===== src/bmnp_isqrt.sv =====
// Pipelined integer square root, one result bit per stage, several lanes in step.
// Carries a sideband vector and a valid bit alongside the lanes.
// No package dependencies.
module bmnp_isqrt #(
  parameter int unsigned N  = 32,
  parameter int unsigned L  = 1,
  parameter int unsigned SW = 1
) (
  input  logic                    clk_i,
  input  logic                    rst_ni,
  input  logic                    en_i,
  input  logic                    vld_i,
  input  logic [L-1:0][2*N-1:0]   v_i,
  input  logic [SW-1:0]           sb_i,
  output logic                    vld_o,
  output logic [L-1:0][N-1:0]     r_o,
  output logic [SW-1:0]           sb_o
);

  localparam int unsigned RW = N + 1;
  localparam int unsigned PW = N + 3;

  logic [N-1:0]                vld_q;
  logic [L-1:0][RW-1:0]        rem_q  [N];
  logic [L-1:0][RW-1:0]        rem_d  [N];
  logic [L-1:0][N-1:0]         root_q [N];
  logic [L-1:0][N-1:0]         root_d [N];
  logic [L-1:0][2*N-1:0]       val_q  [N];
  logic [L-1:0][2*N-1:0]       val_d  [N];
  logic [SW-1:0]               sb_q   [N];

  always_comb begin
    logic [RW-1:0]  rem_in;
    logic [N-1:0]   root_in;
    logic [2*N-1:0] val_in;
    logic [PW-1:0]  pre;
    logic [PW-1:0]  trial;
    for (int s = 0; s < N; s++) begin
      for (int l = 0; l < L; l++) begin
        if (s == 0) begin
          rem_in  = '0;
          root_in = '0;
          val_in  = v_i[l];
        end else begin
          rem_in  = rem_q[s-1][l];
          root_in = root_q[s-1][l];
          val_in  = val_q[s-1][l];
        end
        pre   = {rem_in, val_in[2*N-1 -: 2]};
        trial = {1'b0, root_in, 2'b01};
        if (pre >= trial) begin
          rem_d[s][l]  = RW'(pre - trial);
          root_d[s][l] = (root_in << 1) | N'(1);
        end else begin
          rem_d[s][l]  = RW'(pre);
          root_d[s][l] = root_in << 1;
        end
        val_d[s][l] = val_in << 2;
      end
    end
  end

  always_ff @(posedge clk_i) begin
    if (en_i) begin
      for (int s = 0; s < N; s++) begin
        rem_q[s]  <= rem_d[s];
        root_q[s] <= root_d[s];
        val_q[s]  <= val_d[s];
        if (s == 0) begin
          sb_q[s] <= sb_i;
        end else begin
          sb_q[s] <= sb_q[s-1];
        end
      end
    end
  end

  always_ff @(posedge clk_i or negedge rst_ni) begin
    if (!rst_ni) begin
      vld_q <= '0;
    end else if (en_i) begin
      vld_q <= (vld_q << 1) | N'(vld_i);
    end
  end

  assign vld_o = vld_q[N-1];
  assign r_o   = root_q[N-1];
  assign sb_o  = sb_q[N-1];

endmodule


===== config.mk =====
export PLATFORM = sky130hd
export DESIGN_NAME = bmnp_isqrt
export DESIGN_NICKNAME = d
export VERILOG_FILES = /design/src/bmnp_isqrt.sv
export SDC_FILE = /design/constraint.sdc
export NUM_CORES = 2
export LEC_CHECK = 0
export ABC_AREA = 0
export BUFFER_PORTS_ARGS = -buffer_cell sky130_fd_sc_hd__buf_2
export CAP_MARGIN = 40
export CORE_ASPECT_RATIO = 1.2
export CORE_MARGIN = 2
export CORE_UTILIZATION = 50
export DETAILED_ROUTE_END_ITERATION = 8
export HOLD_SLACK_MARGIN = 0.06
export PLACE_DENSITY = 0.63
export SKIP_LAST_GASP = 1
export SLEW_MARGIN = 5
export SYNTH_ARGS = -nofsm -noshare
export SYNTH_HDL_FRONTEND = slang
export SYNTH_MEMORY_MAX_BITS = 65536
export SYNTH_SLANG_ARGS = --single-unit
export TNS_END_PERCENT = 5

===== constraint.sdc =====
create_clock -name clk_i -period 5.7 [get_ports clk_i]
set_clock_uncertainty 0.2 [all_clocks]
set_input_delay 0 -clock clk_i [delete_from_list [all_inputs] [get_ports clk_i]]
set_output_delay 0 -clock clk_i [all_outputs]
set_load 0.005 [all_outputs]

# Yosys cells after proc, flatten, opt, wreduce, memory -nomap -nowiden
# Memory sizes are Yosys's and may differ from the RTL's.
# Cells that the tools add are included.
# word_totals
regBits	32
ramBits	4096
inputBits	69
out_inout_bits	34
mem_count	4
# classes
n_addsub	32
order_cmp	32
n_mux	66
n_bitwise	1
# mem_list
memory	depth	word_bits	rd	rd_clocked_by_memory_dff	write_ports	line_no	rtl
val_q	32	62	31	0	32	28	logic [L-1:0][2*N-1:0] val_q [N];
rem_q	32	33	31	0	32	24	logic [L-1:0][RW-1:0] rem_q [N];
root_q	32	32	32	0	32	26	logic [L-1:0][N-1:0] root_q [N];
sb_q	32	1	32	0	32	30	logic [SW-1:0] sb_q [N];
# op_table
op	n
$ge 35x34->1	31
$mux 33	32
$sub 33x33->33	31
$mux 1	34
$or 32x1->32	1
$sub 2x1->3 const B	1
$ge 2x1->1 const B	1

# Depth between registers and ports, before layout
# An unclocked memory read counts as a cell.
# logic_depth
ltp_word	3
mapped_depth	15
ltp_nobuf	13

# Worst setup path after synthesis
# Ideal clock, no wire load.
# synth_path
path_kind	flip-flop to flip-flop
startpoint	mem rem_q[0][110] in the netlist's numbering
endpoint	mem rem_q[0][156] in the netlist's numbering (data pin)
setup_time_ps	271
t_arrival_ps	3420
t_required_ps	5229
slack_ps	1809
path_stages_with_launch	11
synth_period_minus_slack_ps	3891
path_cell_list	edfxtp_1 -> or4_4 -> or4_4 -> or4_1 -> or4_4 -> nor4_4 -> or3_4 -> or4_1 -> buf_4 -> nor4_1 -> xor2_1
# synth_lines
item	line_no
start: declaration	24

==> impl_results.md <==
- First-pass GRT wire length: just under 400 mm
- Vias after detailed routing: 71.1k
- Mapped cell area: 119000 um2
- Critical path type: reg2reg
- Rel. slew slack: 0.279
- PD cells: 405 nW/um2
- Initial Util: 0.502
- Hold depth: 2
- CP peak stage delay: 0.70 ns
- Endpoint class of the critical path: flop
- Post-synth EDFFs: 2527
- Io pins: 103
- Setup repair after global routing missed its margin: false
- Cell area after layout: 134000 um2
- Yosys reg bits: around 2.6k
- CTS H-tree lvls: 5
- Cts bufs inserted: 275
- CP Launch Type: flop
- Routed Antenna Nets: 0
- Buffers added on ports: between 100 and 150
- CP top delay family: compound AO/OA/AOI/OAI gates
- Cell Rows: 196
- Residual DRC: 0
- Most common cell after layout, fill and taps aside: edfxtp_1
- Hold Path Class: in2reg
- Syn_area_per_cell: between 10 and 15 um2
- Core Box Area: approximately 240000 um2
- Gr usage total: 0.198
- Post-Place Cells: 12.3k
- Crit path max fanout: 32
- Chip width: 449 um
- Mapped Nets: 9734
- Initial antenna violation count: 5
- R2R setup slack: ~1.2 ns
- DRT iter0 DRCs: 4982
- CTS sink count: 2559
- Worst slew pin tran: 1.08 ns
- Most frequent CP cell: o21ai_0
- Most frequent cells in the layout: edfxtp_1, inv_1, nor2_1
- Clock Path Buffers: 4
- Min Tclk post-route: 4.46 ns
- Final GP Congestion: slightly above 0.9
- Lkg Pwr: 51.1 nW
- Peak supply drop: 267 uV
- Worst skew pair latency: 0.86 ns
- Slowest cell on the critical path: a2111oi_0
- Yosys cell types: 88
- Share of layout cells above drive strength 1: 0.0860
- Clock slew at reported path FFs: 0.06 ns
- Drt pass-1 iters: 6
- Max-cap violation count: 0
- Detail-routed via count per cell: 5.51
- Top_reg_cell synth: edfxtp_1
- Critical Path AT: 4.79 ns
- Hold Vio Cnt, Final: 0
- Total grt overflow: 0
- Critical-path cell list: inv_1, ha_1, a211o_1, a2111oi_0, o211ai_1, o2111ai_1, a21boi_0, o21ai_0, and3_1, buf_4, o21ai_0
- Largest net degree at the start of global routing: roughly 180
- Post-DP Area: 124000 um2
- Die ar.: 242000 um2
- Ys Warns: 0
- Period Utilization, post-route: 0.783
- Post-Layout Cell Count: 12.9k
- FFs w/ async S/R, synth: 0.0125
- Nets: about 10k
- Final HPWL DP: about 170 mm
- Min-delay src: en_i
- Final setup vio count: 0
- CTS tree: built
- Fillcell total: between 15k and 20k
- Root Buffer: clkbuf_16
- WL/cell: 18.9 um
- CP Data Required Time: 6.03 ns
- RR Endpoint: rem_q[1][378]
- Outcome: finished clean
- Max-slew violations: 0
- Die height: 538 um
- Final setup TNS: 0 ns
- Final WL: roughly 240 mm
- CP bufs+invs: 2
- Post-CTS sizing: 0
- Tot Pwr: 54.2 mW
- R2R cell count: 11
- Vias in the first global route: 71.2k
- Post-synthesis sequential area ratio: 0.645
- Peak Freq: between 0.2 and 0.25 GHz
- Reg-to-Reg Start: root_q[1][326]
- Mapped Cells: 9104
- Layout Area Growth over Synthesis: 12.7%
- Hold Path End: rem_q[0][63]
-- worst reg2reg max path: cells and delay by family, from the launching register on --
kind	cells	cell delay [ns]
buf+inv	2	0.47
compound gates	7	2.19
simple gates	1	0.56
fa+ha+maj	1	0.37
flops	1	0.36
-- layer usage --
metal / track usage / wire length (um)
met5: 0 / 0
met3: 0.0271 / 9530
met2: 0.356 / 125000
met1: 0.251 / 104000
met4: 0.0551 / 6040
-- what timing repair did --
action / 4_1_cts / 5_1_grt
setup buffers: 0 / 0
hold buffers: 139 / 0
hold endpoints to repair: 1304 / 0
-- where the power goes --
group	switching [mW]	internal, mW	leakage, nW
Sequential	1.61	23.8	24.7
Combinational	6.37	4.82	22.1
Clock	7.27	10.3	4.30
Total	15.2	39.0	51.1
-- how the worst max path moves through the flow --
| stage | endpoint | cells after the start | startpoint | slack [ns] |
|---|---|---|---|---|
| floorplan | rem_q[0][156] | 10 | rem_q[0][110] | 1.81 |
| global placement | rem_q[1][365] | 11 | root_q[1][326] | 1.32 |
| detailed placement | rem_q[1][379] | 11 | root_q[1][326] | 1.31 |
| CTS | rem_q[1][378] | 11 | root_q[1][326] | 1.27 |
| global route | rem_q[1][378] | 11 | root_q[1][326] | 0.93 |
| finish | rem_q[1][378] | 11 | root_q[1][326] | 1.24 |
-- registers in the layout (all words and copies together), names as in the netlist --
signal and flops:
vld_q 32, rem_q 975, sb_q 32, root_q 528
val_q 992
-- area by class of cell --
cell class	count	area, um2	share of cell area
flip-flops and latches	2559	76700	0.573
diodes	2	5.00	0.0000374
multi-input cells	5668	38900	0.291
clock inverters	150	1600	0.0120
inverters	701	2630	0.0196
repair buffers	330	2850	0.0213
well taps	3168	3960	0.0296
clock buffers	332	7230	0.0540
-- Yosys cell counts, types with 84 or more instances --
cell	number	area, um2
a21o_1	224	1680
a21oi_1	590	2950
clkbuf_1	162	608
edfxtp_1	2527	75900
ha_1	561	7020
inv_1	697	2620
mux2_2	153	1720
nand2_1	535	2010
nand2b_1	129	807
nand3_1	135	676
nand4_1	87	544
nor2_1	619	2320
nor2b_1	84	526
nor3_1	199	996
nor4_1	112	701
o21a_1	103	773
o21ai_0	409	2050
or3_1	92	576
xnor2_1	444	3890
xor2_1	360	3150
-- metrics by stage --
stage	hold WS [ns]	util	worst slack [ns]
floorplan	-0.496	-	1.81
global placement	-0.123	0.522	1.32
detailed placement	-0.103	0.522	1.31
CTS	0.0990	0.565	1.27
global route	0.118	0.565	0.932
finish	0.104	0.565	1.24
-- logic make-up (layout without fill, tap and decap cells) --
family,Yosys count,count (layout),share of synthesized area
flip-flops,2559,2559,0.645
AND/OR/NAND/NOR,2333,2333,0.0980
AO/OA/AOI/OAI,1794,1794,0.0944
buffers and inverters,877,1513,0.0278
XOR/XNOR,804,804,0.0593
adder cells (fa/ha/maj),561,561,0.0591
multiplexers,175,175,0.0163
other,1,3,0.0000316
No activity file was read; power rests on OpenSTA's default activity.
